--- src/rtl/slpg_pkg.sv ---
`default_nettype none

package slpg_pkg;

  typedef struct packed {
    logic [7:0] red;
    logic [7:0] green;
    logic [7:0] blue;
  } rgb_t;

  // Every pattern color has full or zero components, so a color is a mask of lit components.
  typedef logic [2:0] mask_t;

  localparam mask_t MASK_BLACK  = 3'b000;
  localparam mask_t MASK_BLUE   = 3'b001;
  localparam mask_t MASK_GREEN  = 3'b010;
  localparam mask_t MASK_RED    = 3'b100;
  localparam mask_t MASK_YELLOW = 3'b110;
  localparam mask_t MASK_WHITE  = 3'b111;

  localparam logic [2:0] MODE_STARTUP       = 3'd0;
  localparam logic [2:0] MODE_WLAN_UP       = 3'd1;
  localparam logic [2:0] MODE_NOT_CONNECTED = 3'd2;
  localparam logic [2:0] MODE_CONNECTED     = 3'd3;
  localparam logic [2:0] MODE_CONNECTING    = 3'd4;
  localparam logic [2:0] MODE_WLAN_CONFIG   = 3'd5;
  localparam logic [2:0] MODE_PRE_RESET     = 3'd6;

  localparam logic [3:0] TALLY_OFF     = 4'd0;
  localparam logic [3:0] TALLY_PROGRAM = 4'd1;
  localparam logic [3:0] TALLY_PREVIEW = 4'd2;

  localparam logic CFG_PREVIEW_FRONT = 1'b0;
  localparam logic CFG_PREVIEW_BACK  = 1'b1;

  typedef logic [13:0] interval_t;

  localparam interval_t CHASE_STARTUP_MS     = 14'd100;
  localparam interval_t CHASE_WLAN_MS        = 14'd200;
  localparam interval_t BLINK_UNCONNECTED_MS = 14'd500;
  localparam interval_t CHASE_CONNECTING_MS  = 14'd500;
  localparam interval_t BLINK_CONFIG_MS      = 14'd2000;
  localparam interval_t BLINK_RESET_MS       = 14'd50;
  localparam interval_t BLINK_ERROR_MS       = 14'd200;
  localparam interval_t ALIVE_ON_MS          = 14'd100;
  localparam interval_t ALIVE_OFF_MS         = 14'd10000;
  localparam interval_t GAUGE_BLINK_MS       = 14'd1000;

  localparam logic [31:0] GAUGE_START_MS = 32'd200;
  localparam logic [6:0]  LEVEL_LIMIT    = 7'd99;
  localparam logic [6:0]  LEVEL_FULL     = 7'd100;
  localparam int          PERCENT_SPAN   = 100;
  localparam int          PAIR_LOW_LED   = 3;
  localparam int          PAIR_HIGH_LED  = 4;

  typedef enum logic [2:0] {
    BOP_NONE,
    BOP_CHASE,
    BOP_BLINK,
    BOP_ALIVE,
    BOP_FILL
  } back_op_t;

  typedef enum logic [1:0] {
    BK_FILL,
    BK_CHASE,
    BK_PAIR
  } back_kind_t;

  typedef enum logic {
    ST_IDLE,
    ST_EMIT
  } state_t;

  typedef struct packed {
    logic load;
    logic advance;
    logic strip;
  } dp_cmd_t;

  function automatic rgb_t scale_mask(mask_t m, logic [7:0] br);
    rgb_t c;
    c.red   = m[2] ? br : 8'd0;
    c.green = m[1] ? br : 8'd0;
    c.blue  = m[0] ? br : 8'd0;
    return c;
  endfunction

endpackage

`default_nettype wire

--- src/rtl/slpg_tick_if.sv ---
`default_nettype none

interface slpg_tick_if;
  logic        valid;
  logic        ready;
  logic [31:0] time_ms;
  logic [2:0]  mode;
  logic [3:0]  tally_value;
  logic [7:0]  brightness;
  logic [6:0]  battery_percent;
  logic        charging;
  logic        usb_powered;
  logic        battery_window;

  modport source (
    output valid, time_ms, mode, tally_value, brightness, battery_percent,
           charging, usb_powered, battery_window,
    input  ready
  );

  modport sink (
    input  valid, time_ms, mode, tally_value, brightness, battery_percent,
           charging, usb_powered, battery_window,
    output ready
  );
endinterface

`default_nettype wire

--- src/rtl/slpg_pixel_if.sv ---
`default_nettype none

interface slpg_pixel_if;
  logic       valid;
  logic       ready;
  logic       strip;
  logic [2:0] led_index;
  logic [7:0] red;
  logic [7:0] green;
  logic [7:0] blue;
  logic       last;

  modport source (
    output valid, strip, led_index, red, green, blue, last,
    input  ready
  );

  modport sink (
    input  valid, strip, led_index, red, green, blue, last,
    output ready
  );
endinterface

`default_nettype wire

--- src/rtl/slpg_ctrl.sv ---
`default_nettype none

module slpg_ctrl #(
  parameter int LED_COUNT = 8,
  parameter int IW        = $clog2(LED_COUNT)
) (
  input  wire logic              clk,
  input  wire logic              rst,
  input  wire logic              tick_valid,
  output logic                   tick_ready,
  output logic                   pixel_valid,
  input  wire logic              pixel_ready,
  output slpg_pkg::dp_cmd_t      cmd,
  output logic [IW-1:0]          led,
  output logic                   last
);

  slpg_pkg::state_t state, state_next;
  logic             strip, strip_next;
  logic [IW-1:0]    led_next;
  logic             led_end;

  assign led_end = (led == IW'(LED_COUNT - 1));
  assign last    = strip && led_end;

  always_ff @(posedge clk) begin
    if (rst) begin
      state <= slpg_pkg::ST_IDLE;
      strip <= 1'b0;
      led   <= '0;
    end else begin
      state <= state_next;
      strip <= strip_next;
      led   <= led_next;
    end
  end

  always_comb begin
    state_next  = state;
    strip_next  = strip;
    led_next    = led;
    tick_ready  = 1'b0;
    pixel_valid = 1'b0;
    cmd.load    = 1'b0;
    cmd.advance = 1'b0;
    cmd.strip   = strip;
    unique case (state)
      slpg_pkg::ST_IDLE: begin
        tick_ready = 1'b1;
        if (tick_valid) begin
          cmd.load   = 1'b1;
          state_next = slpg_pkg::ST_EMIT;
          strip_next = 1'b0;
          led_next   = '0;
        end
      end
      slpg_pkg::ST_EMIT: begin
        pixel_valid = 1'b1;
        if (pixel_ready) begin
          cmd.advance = 1'b1;
          if (last) begin
            state_next = slpg_pkg::ST_IDLE;
          end else if (led_end) begin
            led_next   = '0;
            strip_next = 1'b1;
          end else begin
            led_next = led + IW'(1);
          end
        end
      end
      default: state_next = slpg_pkg::ST_IDLE;
    endcase
  end

endmodule

`default_nettype wire

--- src/rtl/slpg_datapath.sv ---
`default_nettype none

module slpg_datapath #(
  parameter int LED_COUNT = 8,
  parameter int IW        = $clog2(LED_COUNT)
) (
  input  wire logic              clk,
  input  wire logic              rst,
  input  wire logic [31:0]       time_ms,
  input  wire logic [2:0]        mode,
  input  wire logic [3:0]        tally_value,
  input  wire logic [7:0]        brightness,
  input  wire logic [6:0]        battery_percent,
  input  wire logic              charging,
  input  wire logic              usb_powered,
  input  wire logic              battery_window,
  input  wire logic              cfg_write,
  input  wire logic              cfg_index,
  input  wire logic              cfg_data,
  input  wire slpg_pkg::dp_cmd_t cmd,
  input  wire logic [IW-1:0]     led,
  output logic [7:0]             red,
  output logic [7:0]             green,
  output logic [7:0]             blue
);

  localparam int PW = $clog2(slpg_pkg::PERCENT_SPAN * LED_COUNT + 1);

  logic                   preview_front;
  logic                   preview_back;

  logic [31:0]            back_deadline, back_deadline_next;
  logic                   back_phase, back_phase_next;
  logic [IW-1:0]          chase_pos, chase_pos_next;
  slpg_pkg::back_kind_t   back_kind, back_kind_next;
  slpg_pkg::rgb_t         back_color, back_color_next;
  logic [31:0]            front_deadline, front_deadline_next;
  logic                   front_phase, front_phase_next;

  logic                   gauge, gauge_next;
  logic                   gauge_blink, gauge_blink_next;
  logic [PW-1:0]          gauge_level, gauge_level_next;
  slpg_pkg::mask_t        front_mask, front_mask_next;
  logic [7:0]             br;
  logic [PW-1:0]          acc;

  slpg_pkg::back_op_t     back_op;
  slpg_pkg::interval_t    interval;
  slpg_pkg::mask_t        back_mask;
  logic                   back_fire;
  logic                   front_fire;
  logic [31:0]            back_sum;
  logic [6:0]             level;

  logic [PW-1:0]          acc_high;
  logic                   seg_on;
  slpg_pkg::rgb_t         front_px, back_px, px;

  // Decode mode and tally into one back strip operation and the front strip color.
  always_comb begin
    back_op         = slpg_pkg::BOP_NONE;
    interval        = '0;
    back_mask       = slpg_pkg::MASK_BLACK;
    front_mask_next = slpg_pkg::MASK_BLACK;
    unique case (mode)
      slpg_pkg::MODE_STARTUP: begin
        back_op   = slpg_pkg::BOP_CHASE;
        interval  = slpg_pkg::CHASE_STARTUP_MS;
        back_mask = slpg_pkg::MASK_BLUE;
      end
      slpg_pkg::MODE_WLAN_UP: begin
        back_op   = slpg_pkg::BOP_CHASE;
        interval  = slpg_pkg::CHASE_WLAN_MS;
        back_mask = slpg_pkg::MASK_BLUE;
      end
      slpg_pkg::MODE_NOT_CONNECTED: begin
        back_op   = slpg_pkg::BOP_BLINK;
        interval  = slpg_pkg::BLINK_UNCONNECTED_MS;
        back_mask = slpg_pkg::MASK_BLUE;
      end
      slpg_pkg::MODE_CONNECTING: begin
        back_op   = slpg_pkg::BOP_CHASE;
        interval  = slpg_pkg::CHASE_CONNECTING_MS;
        back_mask = slpg_pkg::MASK_BLUE;
      end
      slpg_pkg::MODE_WLAN_CONFIG: begin
        back_op   = slpg_pkg::BOP_BLINK;
        interval  = slpg_pkg::BLINK_CONFIG_MS;
        back_mask = slpg_pkg::MASK_BLUE;
      end
      slpg_pkg::MODE_PRE_RESET: begin
        back_op   = slpg_pkg::BOP_BLINK;
        interval  = slpg_pkg::BLINK_RESET_MS;
        back_mask = slpg_pkg::MASK_RED;
      end
      slpg_pkg::MODE_CONNECTED: begin
        priority if (tally_value == slpg_pkg::TALLY_OFF) begin
          back_op  = slpg_pkg::BOP_ALIVE;
          interval = back_phase ? slpg_pkg::ALIVE_OFF_MS : slpg_pkg::ALIVE_ON_MS;
        end else if (tally_value == slpg_pkg::TALLY_PROGRAM) begin
          back_op         = slpg_pkg::BOP_FILL;
          back_mask       = slpg_pkg::MASK_RED;
          front_mask_next = slpg_pkg::MASK_RED;
        end else if (tally_value == slpg_pkg::TALLY_PREVIEW) begin
          back_op         = slpg_pkg::BOP_FILL;
          back_mask       = preview_back ? slpg_pkg::MASK_GREEN : slpg_pkg::MASK_BLACK;
          front_mask_next = preview_front ? slpg_pkg::MASK_GREEN : slpg_pkg::MASK_BLACK;
        end else begin
          back_op   = slpg_pkg::BOP_BLINK;
          interval  = slpg_pkg::BLINK_ERROR_MS;
          back_mask = slpg_pkg::MASK_RED;
        end
      end
      default: back_op = slpg_pkg::BOP_NONE;
    endcase
  end

  assign back_fire = (back_deadline < time_ms);
  assign back_sum  = time_ms + 32'(interval);

  always_comb begin
    back_deadline_next = back_deadline;
    back_phase_next    = back_phase;
    chase_pos_next     = chase_pos;
    back_kind_next     = back_kind;
    back_color_next    = back_color;
    unique case (back_op)
      slpg_pkg::BOP_CHASE: begin
        if (back_fire) begin
          chase_pos_next     = (chase_pos == IW'(LED_COUNT - 1)) ? '0 : chase_pos + IW'(1);
          back_deadline_next = back_sum;
        end
        back_kind_next  = slpg_pkg::BK_CHASE;
        back_color_next = slpg_pkg::scale_mask(back_mask, brightness);
      end
      slpg_pkg::BOP_BLINK: begin
        if (back_fire) begin
          back_phase_next    = !back_phase;
          back_deadline_next = back_sum;
        end
        back_kind_next  = slpg_pkg::BK_FILL;
        back_color_next = slpg_pkg::scale_mask(
            back_phase_next ? back_mask : slpg_pkg::MASK_BLACK, brightness);
      end
      slpg_pkg::BOP_ALIVE: begin
        if (back_fire) begin
          back_phase_next    = !back_phase;
          back_deadline_next = back_sum;
          if (!back_phase) begin
            back_kind_next  = slpg_pkg::BK_PAIR;
            back_color_next = slpg_pkg::scale_mask(slpg_pkg::MASK_WHITE, brightness);
          end else begin
            back_kind_next  = slpg_pkg::BK_FILL;
            back_color_next = '0;
          end
        end
      end
      slpg_pkg::BOP_FILL: begin
        back_kind_next  = slpg_pkg::BK_FILL;
        back_color_next = slpg_pkg::scale_mask(back_mask, brightness);
      end
      default: back_kind_next = back_kind;
    endcase
  end

  assign gauge_next = (time_ms > slpg_pkg::GAUGE_START_MS) && (usb_powered || battery_window);
  assign front_fire = gauge_next && (front_deadline < time_ms);

  always_comb begin
    front_deadline_next = front_deadline;
    front_phase_next    = front_phase;
    if (front_fire) begin
      front_phase_next    = !front_phase;
      front_deadline_next = time_ms + 32'(slpg_pkg::GAUGE_BLINK_MS);
    end
  end

  always_comb begin
    if (charging || !usb_powered) begin
      level = (battery_percent < slpg_pkg::LEVEL_LIMIT) ? battery_percent : slpg_pkg::LEVEL_LIMIT;
    end else begin
      level = slpg_pkg::LEVEL_FULL;
    end
  end

  // The gauge level is kept as percent times LED count, so no division is needed.
  assign gauge_level_next = PW'(level) * PW'(LED_COUNT);
  assign gauge_blink_next = front_phase_next && charging;

  always_ff @(posedge clk) begin
    if (rst) begin
      preview_front  <= 1'b0;
      preview_back   <= 1'b1;
      back_deadline  <= '0;
      back_phase     <= 1'b0;
      chase_pos      <= '0;
      back_kind      <= slpg_pkg::BK_FILL;
      back_color     <= '0;
      front_deadline <= '0;
      front_phase    <= 1'b0;
    end else begin
      if (cfg_write) begin
        if (cfg_index == slpg_pkg::CFG_PREVIEW_FRONT) begin
          preview_front <= cfg_data;
        end else begin
          preview_back <= cfg_data;
        end
      end
      if (cmd.load) begin
        back_deadline  <= back_deadline_next;
        back_phase     <= back_phase_next;
        chase_pos      <= chase_pos_next;
        back_kind      <= back_kind_next;
        back_color     <= back_color_next;
        front_deadline <= front_deadline_next;
        front_phase    <= front_phase_next;
      end
    end
  end

  always_ff @(posedge clk) begin
    if (cmd.load) begin
      gauge       <= gauge_next;
      gauge_blink <= gauge_blink_next;
      gauge_level <= gauge_level_next;
      front_mask  <= front_mask_next;
      br          <= brightness;
      acc         <= '0;
    end else if (cmd.advance && !cmd.strip) begin
      acc <= acc_high;
    end
  end

  // The accumulator holds the LED position times one hundred for the front strip.
  assign acc_high = acc + PW'(slpg_pkg::PERCENT_SPAN);
  assign seg_on   = (acc_high <= gauge_level)
                 || ((acc <= gauge_level) && (gauge_level < acc_high) && gauge_blink);

  always_comb begin
    if (gauge) begin
      front_px = slpg_pkg::scale_mask(seg_on ? slpg_pkg::MASK_YELLOW : slpg_pkg::MASK_BLACK, br);
    end else begin
      front_px = slpg_pkg::scale_mask(front_mask, br);
    end
  end

  always_comb begin
    unique case (back_kind)
      slpg_pkg::BK_FILL:  back_px = back_color;
      slpg_pkg::BK_CHASE: back_px = (led == chase_pos) ? back_color : '0;
      slpg_pkg::BK_PAIR:  back_px = ((led == IW'(slpg_pkg::PAIR_LOW_LED))
                                  || (led == IW'(slpg_pkg::PAIR_HIGH_LED))) ? back_color : '0;
      default:            back_px = '0;
    endcase
  end

  assign px    = cmd.strip ? back_px : front_px;
  assign red   = px.red;
  assign green = px.green;
  assign blue  = px.blue;

endmodule

`default_nettype wire

--- src/rtl/status_led_pattern_generator_unit.sv ---
// Status LED pattern generator for a front and a back LED strip.
// The tick channel takes one word per display refresh: time, device mode, tally value,
// brightness and battery state. The pixel channel returns 2*LED_COUNT words per tick,
// first every front strip LED, then every back strip LED, with last set on the final one.
// Configuration writes (cfg_write, cfg_index, cfg_data) set the preview enables and take
// effect on the next tick; write only while no tick is in progress.
// A tick is accepted only while the block is idle. The accept edge updates the pattern
// timers, chase position and back strip pattern; the first pixel word is valid on the
// following cycle and one word is sent per cycle while the receiver takes them.
// A tick passes the state update, then the pixel sequencer with one word per LED.
// When the receiver stalls, the current word holds and the sequencer waits; no word is
// dropped or repeated. Synchronous reset clears the timers, the chase position, the back
// strip to black and the preview enables to their defaults (front off, back on).
`default_nettype none

module status_led_pattern_generator_unit #(
  parameter int LED_COUNT = 8
) (
  input  wire logic     clk,
  input  wire logic     rst,
  slpg_tick_if.sink     tick,
  slpg_pixel_if.source  pixel,
  input  wire logic     cfg_write,
  input  wire logic     cfg_index,
  input  wire logic     cfg_data
);

  localparam int IW = $clog2(LED_COUNT);

  slpg_pkg::dp_cmd_t cmd;
  logic [IW-1:0]     led;

  slpg_ctrl #(
    .LED_COUNT (LED_COUNT),
    .IW        (IW)
  ) u_ctrl (
    .clk         (clk),
    .rst         (rst),
    .tick_valid  (tick.valid),
    .tick_ready  (tick.ready),
    .pixel_valid (pixel.valid),
    .pixel_ready (pixel.ready),
    .cmd         (cmd),
    .led         (led),
    .last        (pixel.last)
  );

  slpg_datapath #(
    .LED_COUNT (LED_COUNT),
    .IW        (IW)
  ) u_datapath (
    .clk             (clk),
    .rst             (rst),
    .time_ms         (tick.time_ms),
    .mode            (tick.mode),
    .tally_value     (tick.tally_value),
    .brightness      (tick.brightness),
    .battery_percent (tick.battery_percent),
    .charging        (tick.charging),
    .usb_powered     (tick.usb_powered),
    .battery_window  (tick.battery_window),
    .cfg_write       (cfg_write),
    .cfg_index       (cfg_index),
    .cfg_data        (cfg_data),
    .cmd             (cmd),
    .led             (led),
    .red             (pixel.red),
    .green           (pixel.green),
    .blue            (pixel.blue)
  );

  assign pixel.strip     = cmd.strip;
  assign pixel.led_index = led[2:0];

endmodule

`default_nettype wire

--- src/flat_wrapper.sv ---
// flat-port wrapper written by rule: the top's interface ports become plain ports
module status_led_pattern_generator_unit_flat 
#(
  parameter int LED_COUNT = 8
)
  (clk, rst, cfg_write, cfg_index, cfg_data, tick_valid, tick_time_ms, tick_mode, tick_tally_value, tick_brightness, tick_battery_percent, tick_charging, tick_usb_powered, tick_battery_window, tick_ready, pixel_valid, pixel_strip, pixel_led_index, pixel_red, pixel_green, pixel_blue, pixel_last, pixel_ready);
  slpg_tick_if tick_i ();
  slpg_pixel_if pixel_i ();
  input  wire logic clk;
  input  wire logic rst;
  input  wire logic cfg_write;
  input  wire logic cfg_index;
  input  wire logic cfg_data;
  input wire logic [$bits(tick_i.valid)-1:0] tick_valid;
  input wire logic [$bits(tick_i.time_ms)-1:0] tick_time_ms;
  input wire logic [$bits(tick_i.mode)-1:0] tick_mode;
  input wire logic [$bits(tick_i.tally_value)-1:0] tick_tally_value;
  input wire logic [$bits(tick_i.brightness)-1:0] tick_brightness;
  input wire logic [$bits(tick_i.battery_percent)-1:0] tick_battery_percent;
  input wire logic [$bits(tick_i.charging)-1:0] tick_charging;
  input wire logic [$bits(tick_i.usb_powered)-1:0] tick_usb_powered;
  input wire logic [$bits(tick_i.battery_window)-1:0] tick_battery_window;
  output wire logic [$bits(tick_i.ready)-1:0] tick_ready;
  output wire logic [$bits(pixel_i.valid)-1:0] pixel_valid;
  output wire logic [$bits(pixel_i.strip)-1:0] pixel_strip;
  output wire logic [$bits(pixel_i.led_index)-1:0] pixel_led_index;
  output wire logic [$bits(pixel_i.red)-1:0] pixel_red;
  output wire logic [$bits(pixel_i.green)-1:0] pixel_green;
  output wire logic [$bits(pixel_i.blue)-1:0] pixel_blue;
  output wire logic [$bits(pixel_i.last)-1:0] pixel_last;
  input wire logic [$bits(pixel_i.ready)-1:0] pixel_ready;
  assign tick_i.valid = tick_valid;
  assign tick_i.time_ms = tick_time_ms;
  assign tick_i.mode = tick_mode;
  assign tick_i.tally_value = tick_tally_value;
  assign tick_i.brightness = tick_brightness;
  assign tick_i.battery_percent = tick_battery_percent;
  assign tick_i.charging = tick_charging;
  assign tick_i.usb_powered = tick_usb_powered;
  assign tick_i.battery_window = tick_battery_window;
  assign tick_ready = tick_i.ready;
  assign pixel_valid = pixel_i.valid;
  assign pixel_strip = pixel_i.strip;
  assign pixel_led_index = pixel_i.led_index;
  assign pixel_red = pixel_i.red;
  assign pixel_green = pixel_i.green;
  assign pixel_blue = pixel_i.blue;
  assign pixel_last = pixel_i.last;
  assign pixel_i.ready = pixel_ready;
  status_led_pattern_generator_unit #(.LED_COUNT(LED_COUNT)) u_core (.clk(clk), .rst(rst), .tick(tick_i), .pixel(pixel_i), .cfg_write(cfg_write), .cfg_index(cfg_index), .cfg_data(cfg_data));
endmodule
--- config.mk ---
export PLATFORM = sky130hd
export DESIGN_NAME = status_led_pattern_generator_unit_flat
export DESIGN_NICKNAME = d
export VERILOG_FILES = /design/src/rtl/slpg_pkg.sv /design/src/rtl/slpg_tick_if.sv /design/src/rtl/slpg_pixel_if.sv /design/src/rtl/slpg_ctrl.sv /design/src/rtl/slpg_datapath.sv /design/src/rtl/status_led_pattern_generator_unit.sv /design/src/flat_wrapper.sv
export SDC_FILE = /design/constraint.sdc
export NUM_CORES = 1
export LEC_CHECK = 0
export BUFFER_PORTS_ARGS = -buffer_cell sky130_fd_sc_hd__buf_2
export CAP_MARGIN = 0
export CORE_AREA = 4 4 125 127
export CTS_CLUSTER_SIZE = 30
export DETAILED_ROUTE_END_ITERATION = 12
export DIE_AREA = 0 0 129 131
export GPL_TIMING_DRIVEN = 0
export PLACE_DENSITY_LB_ADDON = 0.2
export SLEW_MARGIN = 20
export SYNTH_ARGS = -nofsm -noshare
export SYNTH_HDL_FRONTEND = slang
export SYNTH_SLANG_ARGS = --single-unit
--- constraint.sdc ---
create_clock -name clk -period 5.6 [get_ports clk]
set_clock_uncertainty 0.1 [all_clocks]
set_input_delay 0.28 -clock clk [delete_from_list [all_inputs] [get_ports clk]]
set_output_delay 0.28 -clock clk [all_outputs]
set_load 0.02 [all_outputs]
==> results.toml <==
[power]
switchingPower_uw = 889
p_int_uw = 1890
power_uw = 2780
pwr-share-seq_pct = 37.9
swShare_pct = 32.0
p_leak_uw = 0.00430
ir_drop_mv = 0.267
power.density_nw_per_um2 = 272
pwr-share-clk_pct = 40.0
pwr-share-comb_pct = 22.0

[global_route]
grt_usage_pct = 30.6
met3_usage_pct = 5.33
antenna_found_initial = 0
use_met1_pct = 41.7
grt_pass1_wl_um = 41000
grt_util_met2_pct = 49.4
grt_busiest_layer = "met2"
grt_start_max_net_pins = 18
grt_overflow = 0
grt_pass1_vias = 8061

[hold_path]
hp-class = "in2reg"
whs_endpoint = "u_core.u_datapath.preview_back"
hold_start = "cfg_index"
hold_depth = 3

[yosys]
synth_mux_area_share_pct = 2.27
yosys.area_share.simple_pct = 17.2
synth_area_sq_um = 8810
async_reset_ff_share_pct = 0
synthDominantCellAreaShare_pct = 25.0
ys_seq_area_share_pct = 31.5
yosysTopAreaCell = "dfxtp_1"
syn_avg_cell_area_sq_um = 8.51
synthAdderAreaFrac_pct = 13.4
yosys_register_bits = 129
synth_edf_count = 19
synth_nets = 1194
synthTopCellsByArea = "dfxtp_1 25%, ha_1 13%, edfxtp_1 6.5%"
yosysMostFrequentCell = "dfxtp_1"
yosysWarnings = 0
yosys.cell_types.count = 71
syn-instance-count = 1036
synth_commonest_cells = "110 x dfxtp_1, 93 x ha_1, 70 x a21oi_1, 70 x nor2_1, 66 x inv_1"
synth_compound_area_share_pct = 24.0
synth_ff_type = "dfxtp_1"
synth_top_family_by_area = "compound AO/OA/AOI/OAI gates"
synth-xor-area-share_pct = 6.06

[cts]
clockRootBuffer = "clkbuf_16"
clk_latency_ps = 430
cts_tree = "built"
clock_sinks = 129
cts_buffers = 17
clk_pin_slew_ps = 60
cts_resized = 0
cts-htree-levels = 4
clockBufferDepth = 2

[flow_run]
cap_violations = 0

[timing]
max_slew_margin_pct = 30.7
max_freq_mhz = 269
timing.final.crit_share_pct = 66.4
period_minus_slack_ps = 3720
layout_setup_ws_ps = 1880
worst_pin_slew_ps = 1010
rsz0062_at_grt = "false"
tns_ps = 0
slew_viol_final = 0
hold_viol = 0
setup_viol = 0

[critical_path]
rr_startpoint = "u_core.u_datapath.back_phase"
end_kind = "register"
reg2reg_to = "u_core.u_datapath.back_deadline[23]"
worstSetupStartpointType = "input port"
cp.required_ps = 5860
critPathArrivalTime_ps = 3980
r2r_slack_ps = 2210
path_max_fanout = 10
ff2ff_path_depth = 13
path_class = "in2reg"

[place]
hpwl_um = 18700
globalplace.congestion = 0.902
place_ws_ps = 1510
placement.io_buffers = 87
place_area_sq_um = 9510

[drt]
vias_per_cell = 6.40
wl_per_cell_um = 19.2
totalWireLength_um = 26000
drt_iter0_markers = 896
drc_errors = 0
postRouteAntennaNets = 0
drt_pre_antenna_iters = 6
dr_total_vias = 8642

[final_layout]
synthToLayoutAreaGrowth_pct = 15.8
final_nets = 1311
seq_area_sq_um = 2770
antenna_cells = 0
multi_input_area_sq_um = 5560
drive_gt1_share_pct = 13.4
fillerInstances = 1179
design_area_sq_um = 10200

[floorplan]
die_h_um = 131
core_area_sq_um = 14400
initial_core_util_pct = 61.1
io_pins = 95
rows = 44
fp.dieW_um = 129
dieArea_sq_um = 16900

[outcome]
status = "complete, no violations"
registers in the layout, summed over array words and instances, names as in the netlist, 2 cells and up:
register,flops
u_core.u_datapath.back_deadline,32
u_core.u_datapath.front_deadline,32
u_core.u_datapath.back_color,24
u_core.u_datapath.acc,8
u_core.u_datapath.br,8
u_core.u_datapath.gauge_level,7
u_core.u_ctrl.led,3
u_core.u_datapath.chase_pos,3
u_core.u_datapath.back_kind,2
u_core.u_datapath.front_mask,2
power by group through the flow:
stage | combinational, uW | sequential (uW) | clock (uW)
final | 612 | 1050 | 1110
after global routing | 676 | 1060 | 1150
after detailed placement | 586 | 1070 | 0
after global placement | 569 | 1070 | 0
after CTS | 600 | 1050 | 1110
after floorplan | 419 | 1060 | 0
cell usage in the layout, fill, tap and decap left out, types with 9 or more instances in the layout:
cell           instances
nand3_1               39
o21a_1                11
nand4_1               31
mux2i_1               17
inv_1                 66
xnor2_1               50
xor2_1                11
nor2_1                70
buf_2                 98
nor2b_1               16
dlygate4sd3_1         10
nand2_1               63
dfxtp_1              110
clkbuf_16             17
nor3_1                17
a31oi_1               35
nor4_1                12
ha_1                  93
nand2b_1              11
a22o_1                17
o31ai_1               10
o21ai_0               64
a22oi_1                9
a211oi_1              35
clkbuf_1              36
and2_1                11
a21oi_1               70
edfxtp_1              19
how the worst max path moves through the flow:
stage	startpoint	end	slack, ps	depth (start not counted)
after floorplan	tick_tally_value[3]	u_core.u_datapath.back_deadline[21]	2310	14
after global placement	tick_tally_value[3]	u_core.u_datapath.back_deadline[21]	1590	15
after detailed placement	tick_tally_value[3]	u_core.u_datapath.back_deadline[21]	1510	15
after CTS	tick_tally_value[3]	u_core.u_datapath.back_deadline[21]	1940	15
after global routing	tick_tally_value[3]	u_core.u_datapath.back_deadline[25]	1570	15
final	tick_tally_value[3]	u_core.u_datapath.back_deadline[21]	1880	15
critical path, cell delays in order:
cell	delay, ps
buf_2	100
nor2_1	170
nand4b_1	260
nor3_1	540
nand2b_1	200
o21a_1	200
fa_1	450
nor2b_1	170
o31a_1	220
o41ai_2	120
a2111oi_4	450
o21ai_1	150
buf_2	210
or3_1	310
a31oi_1	160
cells by family (layout without fill, tap and decap cells):
kind of cell,count (synthesis),count (layout)
AND/OR/NAND/NOR,300,300
XOR/XNOR,61,61
adder cells (fa/ha/maj),94,94
buffers and inverters,121,251
flip-flops,129,129
AO/OA/AOI/OAI,312,312
multiplexers,19,19
final cells by class:
type                    instances  share of cell area (%)
repair buffers                 98                    5.51
clock buffers                  18                    4.30
flip-flops and latches        129                    27.2
clock inverters                14                    1.46
multi-input cells             786                    54.5
inverters                      68                    2.50
well taps                     184                    2.25
plain buffers                  53                    2.35
timing repair:
| item | in CTS | in global routing |
|---|---|---|
| endpoints found under the hold margin | 10 | 0 |
| buffers inserted | 0 | 0 |
| hold buffers | 10 | 0 |
through the flow:
step	util (%)	hold slack (ps)	cells
3_5_place_dp	65.9	343	1308
2_1_floorplan	-	277	1036
6_report	70.8	18.3	1350
5_1_grt	70.8	32.2	1350
3_3_place_gp	65.7	341	1307
4_1_cts	70.7	17.4	1350
layer usage:
| layer | vias up | routed length (um) |
|---|---|---|
| li1 | 4086 | - |
| met1 | 4077 | 11200 |
| met2 | 417 | 12000 |
| met3 | 62 | 2170 |
| met4 | 0 | 631 |
| met5 | - | 0 |
Power figures use the tool's default switching activity.
